$ cat config.mk
export PLATFORM = sky130hd
export DESIGN_NAME = rc_stick_arming_and_command_mapper_core
export DESIGN_NICKNAME = d
export VERILOG_FILES = /design/src/design/rcsam_pkg.sv /design/src/design/rcsam_front.sv /design/src/design/rcsam_queue.sv /design/src/design/rcsam_back.sv /design/src/design/rc_stick_arming_and_command_mapper_core.sv
export SDC_FILE = /design/constraint.sdc
export NUM_CORES = 1
export LEC_CHECK = 0
export ABC_AREA = 1
export BUFFER_PORTS_ARGS = -buffer_cell sky130_fd_sc_hd__buf_2
export CAP_MARGIN = 20
export CORE_ASPECT_RATIO = 1.25
export CORE_MARGIN = 5
export CORE_UTILIZATION = 50
export DETAILED_ROUTE_END_ITERATION = 12
export GPL_ROUTABILITY_DRIVEN = 0
export PLACE_DENSITY_LB_ADDON = 0.05
export SYNTH_ARGS = -nofsm -noshare
export SYNTH_HDL_FRONTEND = slang
export SYNTH_HIERARCHICAL = 1
export SYNTH_SLANG_ARGS = --single-unit
$ cat constraint.sdc
create_clock -name clk -period 6.3 [get_ports clk]
set_input_delay 0 -clock clk [delete_from_list [all_inputs] [get_ports clk]]
set_output_delay 0 -clock clk [all_outputs]
set_load 0.03 [all_outputs]
$ cat src/design/rcsam_pkg.sv
// shared types and constants for the rc stick arming and command mapper
package rcsam_pkg;

    // configuration port
    localparam int CFG_INDEX_BITS = 3;
    localparam int CFG_DATA_BITS  = 16;

    localparam logic [CFG_INDEX_BITS-1:0] REG_GESTURE_LO    = 3'd0;
    localparam logic [CFG_INDEX_BITS-1:0] REG_GESTURE_HI    = 3'd1;
    localparam logic [CFG_INDEX_BITS-1:0] REG_ARM_HOLD_TIME = 3'd2;
    localparam logic [CFG_INDEX_BITS-1:0] REG_UNLOCK_RETRY  = 3'd3;
    localparam logic [CFG_INDEX_BITS-1:0] REG_DEADZONE_RP   = 3'd4;
    localparam logic [CFG_INDEX_BITS-1:0] REG_DEADZONE_YAW  = 3'd5;
    localparam logic [CFG_INDEX_BITS-1:0] REG_SW_LO         = 3'd6;
    localparam logic [CFG_INDEX_BITS-1:0] REG_SW_HI         = 3'd7;

    // register reset values
    localparam logic [11:0] RST_GESTURE_LO    = 12'd1150;
    localparam logic [11:0] RST_GESTURE_HI    = 12'd1850;
    localparam logic [15:0] RST_ARM_HOLD_TIME = 16'd500;
    localparam logic [15:0] RST_UNLOCK_RETRY  = 16'd100;
    localparam logic [8:0]  RST_DEADZONE_RP   = 9'd40;
    localparam logic [8:0]  RST_DEADZONE_YAW  = 9'd80;
    localparam logic [11:0] RST_SW_LO         = 12'd1200;
    localparam logic [11:0] RST_SW_HI         = 12'd1700;

    // stick mapping constants
    localparam int MID_VALUE        = 1500;
    localparam int LOW_VALUE        = 1000;
    localparam int THR_SPAN         = 1000;
    localparam int ANGLE_FULL_SCALE = 3500;
    localparam int MAX_YAW          = 200;
    localparam int ANGLE_DIV        = 460;
    localparam int YAW_DIV          = 420;
    localparam int FAILSAFE_THR     = 350;

    // scaling by reciprocal: q = (mag * MUL) >> SHIFT, exact for clamped magnitudes
    localparam int ANGLE_NUM   = ANGLE_FULL_SCALE / 20;
    localparam int ANGLE_DEN   = ANGLE_DIV / 20;
    localparam int ANGLE_SHIFT = 24;
    localparam int ANGLE_RECIP = ((1 << ANGLE_SHIFT) + ANGLE_DEN - 1) / ANGLE_DEN;
    localparam int ANGLE_MUL   = ANGLE_NUM * ANGLE_RECIP;
    localparam int ANGLE_MUL_BITS = 27;

    localparam int YAW_NUM   = MAX_YAW / 20;
    localparam int YAW_DEN   = YAW_DIV / 20;
    localparam int YAW_SHIFT = 16;
    localparam int YAW_RECIP = ((1 << YAW_SHIFT) + YAW_DEN - 1) / YAW_DEN;
    localparam int YAW_MUL   = YAW_NUM * YAW_RECIP;
    localparam int YAW_MUL_BITS = 15;

    localparam int MAG_BITS   = 9;
    localparam int ANGLE_BITS = 12;
    localparam int YAW_BITS   = 8;

    // switch position codes
    localparam logic [1:0] POS_LOW  = 2'd0;
    localparam logic [1:0] POS_MID  = 2'd1;
    localparam logic [1:0] POS_HIGH = 2'd2;

    // queue between front and back
    localparam int QUEUE_DEPTH      = 2;
    localparam int QUEUE_PTR_BITS   = 1;
    localparam int QUEUE_COUNT_BITS = 2;

    typedef struct packed {
        logic [11:0] gesture_lo;
        logic [11:0] gesture_hi;
        logic [15:0] arm_hold_time;
        logic [15:0] unlock_retry_period;
        logic [8:0]  deadzone_roll_pitch;
        logic [8:0]  deadzone_yaw;
        logic [11:0] sw_lo_limit;
        logic [11:0] sw_hi_limit;
    } cfg_t;

    typedef struct packed {
        logic                neg;
        logic [MAG_BITS-1:0] mag;
    } mag_t;

    // one classified item
    typedef struct packed {
        logic        lost;
        logic        disarm_gesture;
        logic        arm_gesture;
        logic [7:0]  tick;
        mag_t        roll;
        mag_t        pitch;
        mag_t        yaw;
        logic [9:0]  thr_cmd;
        logic [11:0] switch_pos;
        logic [1:0]  mode_pos;
        logic [1:0]  knob_a_pos;
    } frame_t;

endpackage

$ cat src/design/rcsam_front.sv
// front end: accepts items and classifies sticks, switches and gestures
module rcsam_front
    import rcsam_pkg::*;
#(
    parameter int CHANNEL_BITS = 12
)
(
    input  logic                    in_valid,
    output logic                    in_ready,
    input  logic [CHANNEL_BITS-1:0] roll_channel,
    input  logic [CHANNEL_BITS-1:0] pitch_channel,
    input  logic [CHANNEL_BITS-1:0] throttle_channel,
    input  logic [CHANNEL_BITS-1:0] yaw_channel,
    input  logic [CHANNEL_BITS-1:0] aux1_channel,
    input  logic [CHANNEL_BITS-1:0] aux2_channel,
    input  logic [CHANNEL_BITS-1:0] aux3_channel,
    input  logic [CHANNEL_BITS-1:0] aux4_channel,
    input  logic [CHANNEL_BITS-1:0] aux5_channel,
    input  logic [CHANNEL_BITS-1:0] aux6_channel,
    input  logic                    link_lost,
    input  logic [7:0]              tick_ms,
    input  cfg_t                    cfg,
    input  logic                    queue_full,
    output logic                    push,
    output frame_t                  frame
);

    localparam int CMPW = (CHANNEL_BITS > 12) ? CHANNEL_BITS : 12;
    localparam int VW   = CHANNEL_BITS + 2;

    function automatic logic below(input logic [CHANNEL_BITS-1:0] ch,
                                   input logic [11:0] lim);
        return CMPW'(ch) < CMPW'(lim);
    endfunction

    function automatic logic above(input logic [CHANNEL_BITS-1:0] ch,
                                   input logic [11:0] lim);
        return CMPW'(ch) > CMPW'(lim);
    endfunction

    function automatic logic [1:0] position(input logic [CHANNEL_BITS-1:0] ch,
                                            input logic [11:0] lo,
                                            input logic [11:0] hi);
        logic [1:0] p;
        if (below(ch, lo))
            p = POS_LOW;
        else if (below(ch, hi))
            p = POS_MID;
        else
            p = POS_HIGH;
        return p;
    endfunction

    // offset from centre, deadzone, then clamp to the full-scale magnitude
    function automatic mag_t deadband(input logic [CHANNEL_BITS-1:0] ch,
                                      input logic [8:0] dz,
                                      input logic [8:0] lim);
        logic signed [VW-1:0] v;
        logic signed [VW-1:0] dzs;
        logic [VW-1:0]        m;
        mag_t                 r;
        v   = $signed({2'b00, ch}) - $signed(VW'(MID_VALUE));
        dzs = $signed(VW'(dz));
        r.neg = 1'b0;
        if (v > dzs)
        begin
            m = v - dzs;
        end
        else if (v < -dzs)
        begin
            m = -v - dzs;
            r.neg = 1'b1;
        end
        else
        begin
            m = '0;
        end
        if (m > VW'(lim))
            r.mag = lim;
        else
            r.mag = m[MAG_BITS-1:0];
        return r;
    endfunction

    // handshake into the queue
    assign in_ready = !queue_full;
    assign push     = in_valid && !queue_full;

    // classification
    always_comb
    begin
        frame.lost = link_lost;
        frame.tick = (tick_ms == 8'd0) ? 8'd1 : tick_ms;

        frame.disarm_gesture = below(throttle_channel, cfg.gesture_lo)
                            && below(yaw_channel, cfg.gesture_lo)
                            && above(roll_channel, cfg.gesture_hi)
                            && below(pitch_channel, cfg.gesture_lo);
        frame.arm_gesture = below(throttle_channel, cfg.gesture_lo)
                         && above(yaw_channel, cfg.gesture_hi)
                         && below(roll_channel, cfg.gesture_lo)
                         && below(pitch_channel, cfg.gesture_lo);

        frame.roll  = deadband(roll_channel, cfg.deadzone_roll_pitch, 9'(ANGLE_DIV));
        frame.pitch = deadband(pitch_channel, cfg.deadzone_roll_pitch, 9'(ANGLE_DIV));
        frame.yaw   = deadband(yaw_channel, cfg.deadzone_yaw, 9'(YAW_DIV));

        if (throttle_channel < CHANNEL_BITS'(LOW_VALUE))
            frame.thr_cmd = '0;
        else if (throttle_channel > CHANNEL_BITS'(LOW_VALUE + THR_SPAN))
            frame.thr_cmd = 10'(THR_SPAN);
        else
            frame.thr_cmd = 10'(throttle_channel - CHANNEL_BITS'(LOW_VALUE));

        frame.mode_pos   = position(aux1_channel, cfg.sw_lo_limit,
                                    cfg.sw_hi_limit);
        frame.knob_a_pos = position(aux5_channel, cfg.sw_lo_limit,
                                    cfg.sw_hi_limit);
        frame.switch_pos = {
            position(aux4_channel, cfg.sw_lo_limit, cfg.sw_hi_limit),
            frame.knob_a_pos,
            position(aux6_channel, cfg.sw_lo_limit, cfg.sw_hi_limit),
            frame.mode_pos,
            position(aux3_channel, cfg.sw_lo_limit, cfg.sw_hi_limit),
            position(aux2_channel, cfg.sw_lo_limit, cfg.sw_hi_limit)
        };
    end

endmodule

$ cat src/design/rcsam_queue.sv
// two-entry queue of classified items between front and back
module rcsam_queue
    import rcsam_pkg::*;
(
    input  logic   clk,
    input  logic   rst_n,
    input  logic   push,
    input  frame_t push_frame,
    output logic   full,
    input  logic   pop,
    output logic   head_valid,
    output frame_t head_frame
);

    frame_t                      entry_reg [QUEUE_DEPTH];
    logic [QUEUE_PTR_BITS-1:0]   wr_ptr_reg;
    logic [QUEUE_PTR_BITS-1:0]   rd_ptr_reg;
    logic [QUEUE_COUNT_BITS-1:0] count_reg;
    logic [QUEUE_COUNT_BITS-1:0] count_next;

    assign full       = (count_reg == QUEUE_COUNT_BITS'(QUEUE_DEPTH));
    assign head_valid = (count_reg != '0);
    assign head_frame = entry_reg[rd_ptr_reg];

    // occupancy
    always_comb
    begin
        count_next = count_reg;
        if (push && !pop)
            count_next = count_reg + 1'b1;
        else if (pop && !push)
            count_next = count_reg - 1'b1;
    end

    // pointers and count
    always_ff @(posedge clk or negedge rst_n)
    begin
        if (!rst_n)
        begin
            wr_ptr_reg <= '0;
            rd_ptr_reg <= '0;
            count_reg  <= '0;
        end
        else
        begin
            if (push)
                wr_ptr_reg <= wr_ptr_reg + 1'b1;
            if (pop)
                rd_ptr_reg <= rd_ptr_reg + 1'b1;
            count_reg <= count_next;
        end
    end

    // storage
    always_ff @(posedge clk)
    begin
        if (push)
            entry_reg[wr_ptr_reg] <= push_frame;
    end

    // checks
    a_count_bound: assert property (@(posedge clk) disable iff (!rst_n)
        count_reg <= QUEUE_COUNT_BITS'(QUEUE_DEPTH))
        else $error("queue count beyond depth");

    a_no_push_full: assert property (@(posedge clk) disable iff (!rst_n)
        push |-> !full)
        else $error("item pushed into full queue");

    a_no_pop_empty: assert property (@(posedge clk) disable iff (!rst_n)
        pop |-> head_valid)
        else $error("item popped from empty queue");

endmodule

$ cat src/design/rcsam_back.sv
// back end: arming state, unlock retry, radar latch and command scaling
module rcsam_back
    import rcsam_pkg::*;
#(
    parameter int COUNT_BITS = 16
)
(
    input  logic              clk,
    input  logic              rst_n,
    input  cfg_t              cfg,
    input  logic              head_valid,
    input  frame_t            head_frame,
    output logic              pop,
    output logic              out_valid,
    input  logic              out_ready,
    output logic signed [12:0] roll_cmd,
    output logic signed [12:0] pitch_cmd,
    output logic [9:0]        throttle_cmd,
    output logic signed [8:0] yaw_rate_cmd,
    output logic [1:0]        flight_mode,
    output logic              failsafe_active,
    output logic              motors_armed,
    output logic              unlock_request,
    output logic [11:0]       switch_positions,
    output logic              radar_power
);

    localparam int CMPW = (COUNT_BITS > 16) ? COUNT_BITS : 16;
    localparam logic [COUNT_BITS-1:0] COUNT_MAX = {COUNT_BITS{1'b1}};

    function automatic logic [COUNT_BITS-1:0] sat_add(input logic [COUNT_BITS-1:0] a,
                                                      input logic [7:0] b);
        logic [COUNT_BITS:0] s;
        s = {1'b0, a} + (COUNT_BITS+1)'(b);
        return s[COUNT_BITS] ? COUNT_MAX : s[COUNT_BITS-1:0];
    endfunction

    // state
    logic                  armed_reg, armed_next;
    logic [COUNT_BITS-1:0] hold_reg, hold_next;
    logic [COUNT_BITS-1:0] retry_reg, retry_next;
    logic                  radar_reg, radar_next;
    logic [1:0]            mode_reg, mode_next;
    logic                  out_valid_reg, out_valid_next;

    // output payload
    logic signed [12:0] roll_reg, roll_next;
    logic signed [12:0] pitch_reg, pitch_next;
    logic [9:0]         thr_reg, thr_next;
    logic signed [8:0]  yaw_reg, yaw_next;
    logic               failsafe_reg;
    logic               unlock_reg, unlock_next;
    logic [11:0]        switch_reg;

    logic [CMPW-1:0]       period_ext;
    logic [COUNT_BITS-1:0] period_clip;
    logic [MAG_BITS+ANGLE_MUL_BITS-1:0] roll_prod, pitch_prod;
    logic [MAG_BITS+YAW_MUL_BITS-1:0]   yaw_prod;
    logic [ANGLE_BITS-1:0] roll_q, pitch_q;
    logic [YAW_BITS-1:0]   yaw_q;
    logic                  take;

    // item moves from queue to output register
    assign take = head_valid && (!out_valid_reg || out_ready);
    assign pop  = take;

    assign period_ext  = CMPW'(cfg.unlock_retry_period);
    assign period_clip = (period_ext > CMPW'(COUNT_MAX)) ? COUNT_MAX
                                                         : COUNT_BITS'(period_ext);

    // arm state machine and counters
    always_comb
    begin
        armed_next  = armed_reg;
        hold_next   = hold_reg;
        retry_next  = retry_reg;
        unlock_next = 1'b0;
        if (head_frame.lost || head_frame.disarm_gesture)
        begin
            armed_next = 1'b0;
            hold_next  = '0;
            retry_next = '0;
        end
        else
        begin
            if (!armed_reg && head_frame.arm_gesture)
            begin
                if (CMPW'(hold_reg) < CMPW'(cfg.arm_hold_time))
                begin
                    hold_next = sat_add(hold_reg, head_frame.tick);
                end
                else
                begin
                    armed_next  = 1'b1;
                    retry_next  = period_clip;
                    unlock_next = 1'b1;
                end
            end
            else
            begin
                hold_next = '0;
            end
            if (armed_next)
            begin
                if (CMPW'(retry_next) < period_ext)
                begin
                    retry_next = sat_add(retry_next, head_frame.tick);
                end
                else
                begin
                    retry_next  = '0;
                    unlock_next = 1'b1;
                end
            end
        end
    end

    // radar latch and held flight mode
    always_comb
    begin
        radar_next = radar_reg;
        if (head_frame.knob_a_pos == POS_HIGH)
            radar_next = 1'b1;
        else if (head_frame.knob_a_pos == POS_LOW)
            radar_next = 1'b0;
        mode_next = head_frame.lost ? mode_reg : (head_frame.mode_pos + 2'd1);
    end

    // command scaling by reciprocal multiply
    assign roll_prod  = head_frame.roll.mag * ANGLE_MUL_BITS'(ANGLE_MUL);
    assign pitch_prod = head_frame.pitch.mag * ANGLE_MUL_BITS'(ANGLE_MUL);
    assign yaw_prod   = head_frame.yaw.mag * YAW_MUL_BITS'(YAW_MUL);
    assign roll_q     = roll_prod[ANGLE_SHIFT +: ANGLE_BITS];
    assign pitch_q    = pitch_prod[ANGLE_SHIFT +: ANGLE_BITS];
    assign yaw_q      = yaw_prod[YAW_SHIFT +: YAW_BITS];

    // command select: failsafe, armed or zero
    always_comb
    begin
        roll_next  = '0;
        pitch_next = '0;
        thr_next   = '0;
        yaw_next   = '0;
        if (head_frame.lost)
        begin
            thr_next = 10'(FAILSAFE_THR);
        end
        else if (armed_next)
        begin
            roll_next  = head_frame.roll.neg ? -$signed({1'b0, roll_q})
                                             :  $signed({1'b0, roll_q});
            pitch_next = head_frame.pitch.neg ?  $signed({1'b0, pitch_q})
                                              : -$signed({1'b0, pitch_q});
            yaw_next   = head_frame.yaw.neg ?  $signed({1'b0, yaw_q})
                                            : -$signed({1'b0, yaw_q});
            thr_next   = head_frame.thr_cmd;
        end
    end

    // output handshake
    always_comb
    begin
        if (take)
            out_valid_next = 1'b1;
        else if (out_ready)
            out_valid_next = 1'b0;
        else
            out_valid_next = out_valid_reg;
    end

    // control state
    always_ff @(posedge clk or negedge rst_n)
    begin
        if (!rst_n)
        begin
            armed_reg     <= 1'b0;
            hold_reg      <= '0;
            retry_reg     <= '0;
            radar_reg     <= 1'b0;
            mode_reg      <= '0;
            out_valid_reg <= 1'b0;
        end
        else
        begin
            out_valid_reg <= out_valid_next;
            if (take)
            begin
                armed_reg <= armed_next;
                hold_reg  <= hold_next;
                retry_reg <= retry_next;
                radar_reg <= radar_next;
                mode_reg  <= mode_next;
            end
        end
    end

    // result payload
    always_ff @(posedge clk)
    begin
        if (take)
        begin
            roll_reg     <= roll_next;
            pitch_reg    <= pitch_next;
            thr_reg      <= thr_next;
            yaw_reg      <= yaw_next;
            failsafe_reg <= head_frame.lost;
            unlock_reg   <= unlock_next;
            switch_reg   <= head_frame.switch_pos;
        end
    end

    assign out_valid        = out_valid_reg;
    assign roll_cmd         = roll_reg;
    assign pitch_cmd        = pitch_reg;
    assign throttle_cmd     = thr_reg;
    assign yaw_rate_cmd     = yaw_reg;
    assign flight_mode      = mode_reg;
    assign failsafe_active  = failsafe_reg;
    assign motors_armed     = armed_reg;
    assign unlock_request   = unlock_reg;
    assign switch_positions = switch_reg;
    assign radar_power      = radar_reg;

    // checks
    a_failsafe_set: assert property (@(posedge clk) disable iff (!rst_n)
        out_valid_reg && failsafe_reg |-> !armed_reg && thr_reg == 10'(FAILSAFE_THR))
        else $error("failsafe item not disarmed with failsafe throttle");

    a_unlock_armed: assert property (@(posedge clk) disable iff (!rst_n)
        out_valid_reg && unlock_reg |-> armed_reg)
        else $error("unlock sent while disarmed");

    a_disarmed_zero: assert property (@(posedge clk) disable iff (!rst_n)
        out_valid_reg && !armed_reg && !failsafe_reg |->
            roll_reg == '0 && pitch_reg == '0 && thr_reg == '0 && yaw_reg == '0)
        else $error("nonzero command while disarmed");

endmodule

$ cat src/design/rc_stick_arming_and_command_mapper_core.sv
// top level: configuration registers, front end, item queue and back end
// an accepted item is written into the queue, then moved into the output register when that register is free
// throughput: one item per cycle while out_ready is high; the back end updates the arm state once per item
// a two-entry queue lets the input keep accepting while a result waits on out_ready
// reset: configuration returns to defaults, disarmed, counters, radar latch and mode cleared
// reset also empties the queue and drops any pending result
module rc_stick_arming_and_command_mapper_core
    import rcsam_pkg::*;
#(
    parameter int CHANNEL_BITS = 12,
    parameter int COUNT_BITS   = 16
)
(
    input  logic                      clk,
    input  logic                      rst_n,
    input  logic                      cfg_write_en,
    input  logic [CFG_INDEX_BITS-1:0] cfg_index,
    input  logic [CFG_DATA_BITS-1:0]  cfg_data,
    input  logic                      in_valid,
    output logic                      in_ready,
    input  logic [CHANNEL_BITS-1:0]   roll_channel,
    input  logic [CHANNEL_BITS-1:0]   pitch_channel,
    input  logic [CHANNEL_BITS-1:0]   throttle_channel,
    input  logic [CHANNEL_BITS-1:0]   yaw_channel,
    input  logic [CHANNEL_BITS-1:0]   aux1_channel,
    input  logic [CHANNEL_BITS-1:0]   aux2_channel,
    input  logic [CHANNEL_BITS-1:0]   aux3_channel,
    input  logic [CHANNEL_BITS-1:0]   aux4_channel,
    input  logic [CHANNEL_BITS-1:0]   aux5_channel,
    input  logic [CHANNEL_BITS-1:0]   aux6_channel,
    input  logic                      link_lost,
    input  logic [7:0]                tick_ms,
    output logic                      out_valid,
    input  logic                      out_ready,
    output logic signed [12:0]        roll_cmd,
    output logic signed [12:0]        pitch_cmd,
    output logic [9:0]                throttle_cmd,
    output logic signed [8:0]         yaw_rate_cmd,
    output logic [1:0]                flight_mode,
    output logic                      failsafe_active,
    output logic                      motors_armed,
    output logic                      unlock_request,
    output logic [11:0]               switch_positions,
    output logic                      radar_power
);

    cfg_t   cfg_reg;
    logic   queue_full;
    logic   push;
    logic   pop;
    logic   head_valid;
    frame_t push_frame;
    frame_t head_frame;

    // configuration registers
    always_ff @(posedge clk or negedge rst_n)
    begin
        if (!rst_n)
        begin
            cfg_reg.gesture_lo          <= RST_GESTURE_LO;
            cfg_reg.gesture_hi          <= RST_GESTURE_HI;
            cfg_reg.arm_hold_time       <= RST_ARM_HOLD_TIME;
            cfg_reg.unlock_retry_period <= RST_UNLOCK_RETRY;
            cfg_reg.deadzone_roll_pitch <= RST_DEADZONE_RP;
            cfg_reg.deadzone_yaw        <= RST_DEADZONE_YAW;
            cfg_reg.sw_lo_limit         <= RST_SW_LO;
            cfg_reg.sw_hi_limit         <= RST_SW_HI;
        end
        else if (cfg_write_en)
        begin
            unique case (cfg_index)
                REG_GESTURE_LO:    cfg_reg.gesture_lo          <= cfg_data[11:0];
                REG_GESTURE_HI:    cfg_reg.gesture_hi          <= cfg_data[11:0];
                REG_ARM_HOLD_TIME: cfg_reg.arm_hold_time       <= cfg_data[15:0];
                REG_UNLOCK_RETRY:  cfg_reg.unlock_retry_period <= cfg_data[15:0];
                REG_DEADZONE_RP:   cfg_reg.deadzone_roll_pitch <= cfg_data[8:0];
                REG_DEADZONE_YAW:  cfg_reg.deadzone_yaw        <= cfg_data[8:0];
                REG_SW_LO:         cfg_reg.sw_lo_limit         <= cfg_data[11:0];
                REG_SW_HI:         cfg_reg.sw_hi_limit         <= cfg_data[11:0];
            endcase
        end
    end

    // classification
    rcsam_front #(
        .CHANNEL_BITS(CHANNEL_BITS)
    ) u_front (
        .in_valid         (in_valid),
        .in_ready         (in_ready),
        .roll_channel     (roll_channel),
        .pitch_channel    (pitch_channel),
        .throttle_channel (throttle_channel),
        .yaw_channel      (yaw_channel),
        .aux1_channel     (aux1_channel),
        .aux2_channel     (aux2_channel),
        .aux3_channel     (aux3_channel),
        .aux4_channel     (aux4_channel),
        .aux5_channel     (aux5_channel),
        .aux6_channel     (aux6_channel),
        .link_lost        (link_lost),
        .tick_ms          (tick_ms),
        .cfg              (cfg_reg),
        .queue_full       (queue_full),
        .push             (push),
        .frame            (push_frame)
    );

    // item queue
    rcsam_queue u_queue (
        .clk        (clk),
        .rst_n      (rst_n),
        .push       (push),
        .push_frame (push_frame),
        .full       (queue_full),
        .pop        (pop),
        .head_valid (head_valid),
        .head_frame (head_frame)
    );

    // state update and commands
    rcsam_back #(
        .COUNT_BITS(COUNT_BITS)
    ) u_back (
        .clk              (clk),
        .rst_n            (rst_n),
        .cfg              (cfg_reg),
        .head_valid       (head_valid),
        .head_frame       (head_frame),
        .pop              (pop),
        .out_valid        (out_valid),
        .out_ready        (out_ready),
        .roll_cmd         (roll_cmd),
        .pitch_cmd        (pitch_cmd),
        .throttle_cmd     (throttle_cmd),
        .yaw_rate_cmd     (yaw_rate_cmd),
        .flight_mode      (flight_mode),
        .failsafe_active  (failsafe_active),
        .motors_armed     (motors_armed),
        .unlock_request   (unlock_request),
        .switch_positions (switch_positions),
        .radar_power      (radar_power)
    );

endmodule

==> results.md, run 1 <==
- Kind of start point of the critical path: flop
- Wire length of the first global-routing pass: 160,000 um
- Area inside the core boundary: 72,300 um^2
- Insertion delay to the later sink of the worst-skew pair: 0.58 ns
- TNS Setup: 0 ns
- Hold Path Class: input pin to async pin
- FF-to-FF setup slack: 0.31 ns
- Area contributors post-synth: ha_1 21%, edfxtp_1 16%, nand2_1 9.8%
- Drt pass-1 iters: 5
- Capture point of the worst reg-to-reg path: u_back/roll_cmd[12]$_SDFFCE_PP0P_
- Final critical-path share of the clock period: 0.951
- Ys Warns: 6
- Maximum number of pins on one net before global-route repair: 80
- Proportion of layout cells with a drive suffix above 1: 0.107
- Clock Pin Slew Worst Setup and Hold Paths: 0.06 ns
- Final setup violation count: 0
- Max clock buf depth: 3
- Flip-flop count of the largest register after layout: 134
- Die Outline Area: 78,600 um^2
- Number of remaining DRC errors: 0
- Number of top-level pins: 218
- Most used DFF post-synth: edfxtp_1
- Vertical die dimension: 312 um
- Global-route met1 utilization: 0.304
- Avg Cell Area, Syn: 8.10 um^2
- Number of cells on the worst reg-to-reg path: 21
- Vias after detailed routing: 30,200
- Number of antenna violations at the first check in global routing: 16
- Via count of the first global-routing pass: 30,100
- Number of max-slew violations in the final report: 0
- Reg-to-reg startpoint: u_queue/rd_ptr_reg$_DFFE_PN0P_
- Worst-Margin Slew: 0.893 ns
- Sum of routed wire length over all layers: 101,000 um
- Kind of critical path: flop to flop
- Buffers added on ports: 217
- Overflow left after global routing: 0
- Worst Setup End Kind: flop
- Count of final hold-check violations: 0
- Min cycle time layout: 5.99 ns
- Number of synthesized flops with an enable pin: 193
- Synthesized instance count: 4,513
- Critical path arrival: 6.33 ns
- Commonest cells after routing, fill and taps aside: 958 x nand2_1, 799 x inv_1, 623 x ha_1
- Grt peak-use layer: met2
- GRT met3 Usage: 0.0300
- Worst-path maximum fanout: 10
- Vias per cell: 5.23
- Commonest non-fill, non-tap cell in the layout: nand2_1
- Highest attainable clock frequency: 167 MHz
- Sequential element share of the synthesized area: 0.255
- Asr flop ratio synth: 0.419
- Critical path required time: 6.63 ns
- Die width: 252 um
- Clock sink count: 332
- Combined global-route utilization of all metal layers: 0.254
- Root buffer cell: clkbuf_16
- Fin util: 0.561
- Maximum Capacitance Violations: 0
- Outcome: finished clean
- Largest clock skew in the final design: 0.0291 ns
- Layout area overhead: 10.9%
- Post-route ant nets: 0
- Total nets after synthesis: 5,452
- DRC marker count from the first detailed-route iteration: 1,478
- Flop and latch count out of synthesis: 332
- Total standard cell area after synthesis: 36,600 um^2
- Capturing instance or port of the critical path: u_back/roll_cmd[12]$_SDFFCE_PP0P_
- CTS tree: built
- Net count, final: 5,719
- Area leader, netlist: ha_1
- Cell row count: 110
- GR Util met2: 0.465
- Number of buffers created by CTS: 40
- Timing startpoint of the critical path: u_queue/rd_ptr_reg$_DFFE_PN0P_
- Post-detail-place hpwl: 83,000 um
- Worst slew margin: 0.404
- Number of H-tree levels: 2
- Detailed-route wire length per cell: 17.6 um
- Post-synthesis cell type count: 70
- Initial core utilization: 0.506
- Share of Yosys cell area claimed by the top area cell type: 0.213
-- worst min-delay path by stage --
stage | slack (ns) | from | depth (start not counted) | endpoint
4_1_cts | 0.005 | aux3_channel[10] | 4 | u_queue/entry_reg[1][6]$_DFFE_PP_
2_1_floorplan | -0.30 | rst_n | 0 | cfg_reg[0]$_DFFE_PN0P_
5_1_grt | 0.05 | aux6_channel[10] | 4 | u_queue/entry_reg[0][10]$_DFFE_PP_
3_5_place_dp | 0.09 | rst_n | 1 | u_queue/rd_ptr_reg$_DFFE_PN0P_
6_report | 0.002 | rst_n | 2 | u_back/retry_reg[13]$_DFFE_PN0P_
3_3_place_gp | 0.09 | rst_n | 1 | u_queue/rd_ptr_reg$_DFFE_PN0P_
-- critical path, stage by stage (launching register included) --
cell,delay [ns]
dfrtp_4,0.51
buf_6,0.20
mux2_2,0.45
fa_1,0.64
fa_1,0.45
fa_1,0.50
inv_1,0.06
fa_1,0.53
inv_1,0.04
ha_1,0.38
a21oi_1,0.32
inv_1,0.07
a21oi_1,0.20
a21boi_1,0.24
nand3_1,0.12
or2_1,0.21
nand2_1,0.11
nand3_1,0.18
nor2_4,0.16
nand3_1,0.13
o21ai_0,0.18
inv_1,0.05
-- metrics by stage --
step	hold WS (ns)	cells	worst slack, ns	instance area (um^2)
floorplan	-0.296	4513	0.701	36600
global placement	0.0901	5629	0.384	38600
detailed placement	0.0858	5630	0.319	38600
CTS	0.00455	5759	0.298	40500
global route	0.0515	5764	-0.00695	40500
finish	0.00205	5767	0.306	40500
-- area by class of cell --
class,count,area (um^2)
diodes,6,15.0
fillers,6933,31700
clock buffers,54,1110
inverters,819,3080
well taps,952,1190
flip-flops and latches,332,9320
repair buffers,295,1830
clock inverters,17,156
multi-input cells,3292,23800
-- cell families after synthesis --
family / share of synthesized area
DFF: 0.255
muxes: 0.0230
buffers and inverters: 0.0943
AOI/OAI and AO/OA: 0.103
xor gates and xnor gates: 0.0263
and+or+nand+nor: 0.195
adders and majority gates: 0.303
-- Yosys cell counts, types with 5 or more instances --
cell	n
and3_1	5
fa_1	163
nor2_4	7
xor2_1	83
dfrtp_1	103
inv_2	15
mux2_4	20
edfxtp_1	193
nand4_1	44
clkbuf_1	34
o21a_1	17
buf_4	8
xnor2_1	25
o31ai_1	5
a21o_1	20
o21ai_0	190
o221ai_1	11
buf_2	21
a21boi_0	7
or2_2	15
a31oi_1	25
o211ai_1	17
mux2_2	48
nand2_1	958
nand2_4	5
a211oi_1	13
nor2_1	269
dfstp_2	36
nor4_1	11
nand3_1	221
inv_1	801
ha_1	623
nand2_2	26
nor3_1	59
o21bai_1	25
nand3_2	5
nor2_2	14
nand3b_1	12
a21oi_1	299
-- routing by layer --
metal / vias to the layer above / wire [um]
met5: - / 68
met3: 202 / 4350
met1: 13900 / 41300
li1: 15400 / -
met2: 691 / 51200
met4: 8 / 4330
-- what timing repair did --
action | in CTS | in global routing
setup buffers | 0 | 2
hold endpoints to repair | 224 | 0
endpoints found under the setup margin | 0 | 9
hold buffers | 58 | 0
gates resized for setup | 0 | 4
Power of run 1 is left out: the tool's default activity adds up to more than one toggle a clock period on the data nets, which glitch-free logic cannot reach.
==> inputs of run 2 (changes only) <==
Settings changed: MAX_ROUTING_LAYER set to met4.
==> run 2 against run 1 <==
  * Non-clock buffer count did not move
  * First-iteration DRC count rose by 0.27%
  * Highest routed layer is now met4
  * Cell count barely moved
  * Maximum frequency fell by 0.15%
  * Flip-flop and latch count did not move
  * Routed wire length barely moved
  * Via count rose by 0.26%
  * Largest cell class unchanged
  * Count of clock-buffer cells in the layout did not move
  * Clock skew rose by 0.0013 ns
  * Global-route usage rose by 0.75 points
  * Utilization barely moved
  * Register-to-register slack barely moved
==> results.md, run 2 (synthesis results as in run 1) <==
- Outcome: finished clean (unchanged)
- Worst-path maximum fanout: 10 (unchanged)
- CTS tree: built (unchanged)
- Vias after detailed routing: 30,300 (was 30,200)
- Commonest cells after routing, fill and taps aside: 958 x nand2_1, 799 x inv_1, 623 x ha_1 (unchanged)
- Maximum number of pins on one net before global-route repair: 80 (unchanged)
- Vias per cell: 5.25 (was 5.23)
- Worst slew margin: 0.418 (was 0.404)
- Number of antenna violations at the first check in global routing: 17 (was 16)
- Via count of the first global-routing pass: 30,100 (about the same)
- Worst Setup End Kind: flop (unchanged)
- Clock Pin Slew Worst Setup and Hold Paths: 0.06 ns (about the same)
- Count of final hold-check violations: 0 (unchanged)
- Die Outline Area: 78,600 um^2 (unchanged)
- Initial core utilization: 0.506 (unchanged)
- Insertion delay to the later sink of the worst-skew pair: 0.58 ns (about the same)
- Commonest non-fill, non-tap cell in the layout: nand2_1 (unchanged)
- Number of top-level pins: 218 (unchanged)
- Maximum Capacitance Violations: 0 (unchanged)
- Net count, final: 5,719 (unchanged)
- CP max stage delay: 0.64 ns (about the same)
- Worst-Margin Slew: 0.872 ns (was 0.893 ns)
- Overflow left after global routing: 0 (unchanged)
- Root buffer cell: clkbuf_16 (unchanged)
- Min cycle time layout: 6.00 ns (was 5.99 ns)
- Kind of start point of the critical path: flop (unchanged)
- Cell row count: 110 (unchanged)
- Kind of critical path: flop to flop (unchanged)
- Die width: 252 um (unchanged)
- Detailed-route wire length per cell: 17.5 um (was 17.6 um)
- Drt pass-1 iters: 6 (was 5)
- Vertical die dimension: 312 um (unchanged)
- Number of buffers created by CTS: 40 (unchanged)
- Critical Path, Cell by Cell: buf_6, mux2_2, fa_1, fa_1, fa_1, inv_1, fa_1, inv_1, ha_1, a21oi_1, inv_1, a21oi_1, a21boi_1, nand3_1, or2_1, nand2_1, nand3_1, nor2_4, nand3_1, o21ai_0, inv_1 (unchanged)
- # fillers: 6,929 (was 6,933)
- Sum of routed wire length over all layers: 101,000 um (about the same)
- DP Worst Slack: 0.319 ns (unchanged)
- Hold Path Class: input pin to async pin (unchanged)
- Post-detail-place hpwl: 83,000 um (unchanged)
- DRC marker count from the first detailed-route iteration: 1,482 (was 1,478)
- Final worst slack: 0.297 ns (was 0.306 ns)
- Combined global-route utilization of all metal layers: 0.262 (was 0.254)
- Proportion of layout cells with a drive suffix above 1: 0.107 (unchanged)
- Area inside the core boundary: 72,300 um^2 (unchanged)
- Critical path required time: 6.63 ns (about the same)
- Number of remaining DRC errors: 0 (unchanged)
- Flip-flop count of the largest register after layout: 134 (unchanged)
- Wire length of the first global-routing pass: 160,000 um (about the same)
- Final Hold Slack: 0.00233 ns (was 0.00205 ns)
- Critical path buffer and inverter count: 5 (unchanged)
- Layout area overhead: 10.9% (about the same)
- Clock sink count: 332 (unchanged)
- Top delay family on crit path: adder cells (unchanged)
- Slowest stage cell, crit path: fa_1 (unchanged)
- Buffers added on ports: 217 (unchanged)
- Fin util: 0.561 (about the same)
- Max clock buf depth: 3 (unchanged)
- Final critical-path share of the clock period: 0.953 (was 0.951)
- Critical path arrival: 6.34 ns (was 6.33 ns)
- Largest clock skew in the final design: 0.0304 ns (was 0.0291 ns)
- Post-route ant nets: 0 (unchanged)
- Number of max-slew violations in the final report: 0 (unchanged)
- Highest attainable clock frequency: 167 MHz (about the same)
- Number of H-tree levels: 2 (unchanged)
- Final setup violation count: 0 (unchanged)
==> run 2: through the flow <==
| stage | area (um^2) | cells | TNS, ns |
|---|---|---|---|
| 2_1_floorplan | 36600 | 4513 | 0 |
| 4_1_cts | 40500 | 5759 | 0 |
| 6_report | 40500 | 5770 | 0 |
| 3_5_place_dp | 38600 | 5630 | 0 |
| 3_3_place_gp | 38600 | 5629 | 0 |
| 5_1_grt | 40500 | 5770 | -0.00701 |
==> run 2: cell type report <==
cell class	instances	area (um^2)	share of cell area
antenna	9	22.5	0.000556
clock buffer	54	1110	0.0275
clock inverter	17	156	0.00386
inverter	819	3080	0.0760
multi-input combinational	3292	23800	0.588
sequential	332	9320	0.230
tap	952	1190	0.0294
timing repair buffer	295	1830	0.0451
==> run 2: final timing paths <==
path	startpoint	end	slack, ns	cells past startpoint
max	u_queue/rd_ptr_reg$_DFFE_PN0P_	u_back/roll_cmd[12]$_SDFFCE_PP0P_	0.30	21
min	rst_n	u_back/retry_reg[13]$_DFFE_PN0P_	0.002	2
max reg2reg	u_queue/rd_ptr_reg$_DFFE_PN0P_	u_back/roll_cmd[12]$_SDFFCE_PP0P_	0.30	21
min reg2reg	cfg_reg[88]$_DFFE_PN1P_	cfg_reg[88]$_DFFE_PN1P_	0.46	2
max in group asynchronous	rst_n	cfg_reg[76]$_DFFE_PN0P_	4.95	3
min in group clk	aux6_channel[10]	u_queue/entry_reg[0][11]$_DFFE_PP_	0.03	5
==> run 2: repair_timing <==
action	in CTS	in global routing
buffers inserted	0	2
gates resized for setup	0	4
setup endpoints to repair	0	9
hold endpoints to repair	224	0
hold buffers	58	0
==> run 2: layer usage <==
| layer | global-route usage | up-vias | routed length (um) |
|---|---|---|---|
| li1 | - | 15400 | - |
| met1 | 0.305 | 14000 | 41500 |
| met2 | 0.464 | 672 | 51100 |
| met3 | 0.0292 | 208 | 4120 |
| met4 | 0.0992 | 0 | 4480 |
| met5 | - | - | 0 |
Power of run 2 is left out for the same reason.
==> inputs of run 3 (changes only) <==
Settings changed: CORE_UTILIZATION 50 to 64, PLACE_DENSITY set to 0.82, PLACE_DENSITY_LB_ADDON 0.05 to not set.
==> run 3 against run 2 <==
  * Sequential share of layout area increased by 0.28 points
  * Cell count decreased by 3.8%
  * Count of clock-buffer cells in the layout decreased by 9
  * Maximum frequency increased by 0.78%
  * Global-route usage increased by 4.9 points
  * Non-clock buffer count decreased by 13
  * Clock skew increased by 0.0013 ns
  * Routed wire length decreased by 6.0%
  * Worst setup slack improved by 0.047 ns
  * Register-to-register slack improved by 0.05 ns
  * Critical path type unchanged
==> results.md, run 3 (synthesis results as in run 1) <==
- Net count, final: 5,702 (was 5,719)
- Max clock buf depth: 3 (unchanged)
- Detailed-route wire length per cell: 17.2 um (was 17.5 um)
- Maximum number of pins on one net before global-route repair: 71 (was 80)
- Vias after detailed routing: 31,500 (was 30,300)
- Highest attainable clock frequency: 168 MHz (was 167 MHz)
- Proportion of layout cells with a drive suffix above 1: 0.107 (about the same)
- Sum of routed wire length over all layers: 95,200 um (was 101,000 um)
- Final critical-path share of the clock period: 0.946 (was 0.953)
- Maximum Capacitance Violations: 0 (unchanged)
- Drt pass-1 iters: 6 (unchanged)
- Hold Path Class: input pin to async pin (unchanged)
- Post-detail-place hpwl: 76,700 um (was 83,000 um)
- Insertion delay to the later sink of the worst-skew pair: 0.57 ns (was 0.58 ns)
- Vias per cell: 5.67 (was 5.25)
- Kind of start point of the critical path: flop (unchanged)
- Overflow left after global routing: 0 (unchanged)
- Outcome: finished clean (unchanged)
- Worst-Margin Slew: 1.02 ns (was 0.872 ns)
- Critical path required time: 6.62 ns (was 6.63 ns)
- Footprint of the flip-flops and latches: 9320 um^2 (unchanged)
- Buffers added on ports: 217 (unchanged)
- Footprint of the multi-input gates: 23,800 um^2 (about the same)
- Area inside the core boundary: 56,900 um^2 (was 72,300 um^2)
- Number of remaining DRC errors: 0 (unchanged)
- Slowest stage cell, crit path: fa_2 (was fa_1)
- Via count of the first global-routing pass: 31,600 (was 30,100)
- Top delay family on crit path: adder cells (unchanged)
- Number of buffers created by CTS: 36 (was 40)
- Critical Path, Cell by Cell: clkbuf_4, mux2_2, fa_2, inv_1, fa_1, inv_1, fa_1, inv_1, fa_1, inv_1, ha_1, nand2_1, inv_1, a21oi_1, o21ai_0, a21oi_1, xor2_1, ha_1, nand3_2, nor2_4, nand3_1, o21ai_0, inv_1 (was buf_6, mux2_2, fa_1, fa_1, fa_1, inv_1, fa_1, inv_1, ha_1, a21oi_1, inv_1, a21oi_1, a21boi_1, nand3_1, or2_1, nand2_1, nand3_1, nor2_4, nand3_1, o21ai_0, inv_1)
- Number of antenna violations at the first check in global routing: 8 (was 17)
- Die Outline Area: 62,000 um^2 (was 78,600 um^2)
- Clock sink count: 332 (unchanged)
- Initial core utilization: 0.642 (was 0.506)
- CP max stage delay: 0.65 ns (was 0.64 ns)
- Root buffer cell: clkbuf_16 (unchanged)
- Commonest cells after routing, fill and taps aside: 958 x nand2_1, 799 x inv_1, 623 x ha_1 (unchanged)
- Layout area overhead: 9.55% (was 10.9%)
- CTS tree: built (unchanged)
- Number of max-slew violations in the final report: 0 (unchanged)
- Worst Setup End Kind: flop (unchanged)
- Vertical die dimension: 277 um (was 312 um)
- Cell Count Post-Placement: 5,421 (was 5,630)
- Number of H-tree levels: 2 (unchanged)
- Worst slew margin: 0.319 (was 0.418)
- Cell type with the highest occurrence count on the critical path: inv_1
- Final setup violation count: 0 (unchanged)
- Post-route ant nets: 0 (unchanged)
- Combined global-route utilization of all metal layers: 0.311 (was 0.262)
- Post-route non-filler standard cell count: 5,548 (was 5,770)
- Critical path arrival: 6.28 ns (was 6.34 ns)
- Die width: 224 um (was 252 um)
- Number of top-level pins: 218 (unchanged)
- Wire length of the first global-routing pass: 154,000 um (was 160,000 um)
- Critical path buffer and inverter count: 7 (was 5)
- # fillers: 4,573 (was 6,929)
- Largest clock skew in the final design: 0.0317 ns (was 0.0304 ns)
- Count of final hold-check violations: 0 (unchanged)
- Setup repair after global routing missed its margin: false
- Cell row count: 98 (was 110)
- Clock Pin Slew Worst Setup and Hold Paths: 0.06 ns (about the same)
- Commonest non-fill, non-tap cell in the layout: nand2_1 (unchanged)
- DRC marker count from the first detailed-route iteration: 2,042 (was 1,482)
- Kind of critical path: flop to flop (unchanged)
- Worst-path maximum fanout: 8 (was 10)
- Flip-flop count of the largest register after layout: 134 (unchanged)
- Min cycle time layout: 5.96 ns (was 6.00 ns)
- TNS Setup: 0 ns (unchanged)
[run 3: worst reg2reg max path, delay by kind of cell, from the launching register on]
family          cells  cell delay, ns
buf+inv             7            0.57
xor+xnor            1            0.26
simple gates        4            0.50
compound gates      4            0.67
flops               1            0.50
fa+ha+maj           6            2.77
mux                 1            0.45
[run 3: cell type report]
cell class | count | area share
clock inverter | 20 | 0.00447
sequential | 332 | 0.233
clock buffer | 45 | 0.0244
tap | 750 | 0.0234
antenna | 8 | 0.000500
inverter | 819 | 0.0769
timing repair buffer | 282 | 0.0426
multi-input combinational | 3292 | 0.595
[run 3: layer usage]
metal	GRT usage	vias to the layer above	routed length, um
met1	0.357	14700	36900
li1	-	15300	-
met3	0.0398	314	5600
met4	0.135	0	4790
met5	-	-	0
met2	0.545	1127	47900
[run 3: path summary, 6_finish.rpt]
path | slack [ns] | start | cells after the start | endpoint
worst max-delay path | 0.34 | u_queue/rd_ptr_reg$_DFFE_PN0P_ | 23 | u_back/roll_cmd[12]$_SDFFCE_PP0P_
worst min-delay path | 0.02 | rst_n | 2 | u_queue/count_reg[0]$_DFFE_PN0P_
worst max register to register | 0.34 | u_queue/rd_ptr_reg$_DFFE_PN0P_ | 23 | u_back/roll_cmd[12]$_SDFFCE_PP0P_
worst min register to register | 0.46 | cfg_reg[64]$_DFFE_PN1P_ | 2 | cfg_reg[64]$_DFFE_PN1P_
max in group asynchronous | 4.82 | rst_n | 3 | cfg_reg[39]$_DFFE_PN0P_
min in group clk | 0.02 | aux4_channel[11] | 4 | u_queue/entry_reg[0][14]$_DFFE_PP_
[run 3: through the flow]
step | util | setup slack [ns] | hold slack [ns] | cell area [um^2]
after detailed placement | 0.673 | 0.212 | 0.0860 | 38300
after global routing | 0.704 | 0.00402 | 0.0369 | 40000
after CTS | 0.702 | 0.203 | 0.000384 | 40000
after global placement | 0.673 | 0.364 | 0.0800 | 38300
after floorplan | - | 0.701 | -0.296 | 36600
final | 0.704 | 0.343 | 0.0191 | 40000
[run 3: repair_timing]
item	CTS	global route
setup buffers	0	6
setup endpoints to repair	0	11
hold buffers	48	0
endpoints found under the hold margin	207	0
gates resized for setup	0	7
Power of run 3 is left out for the same reason.
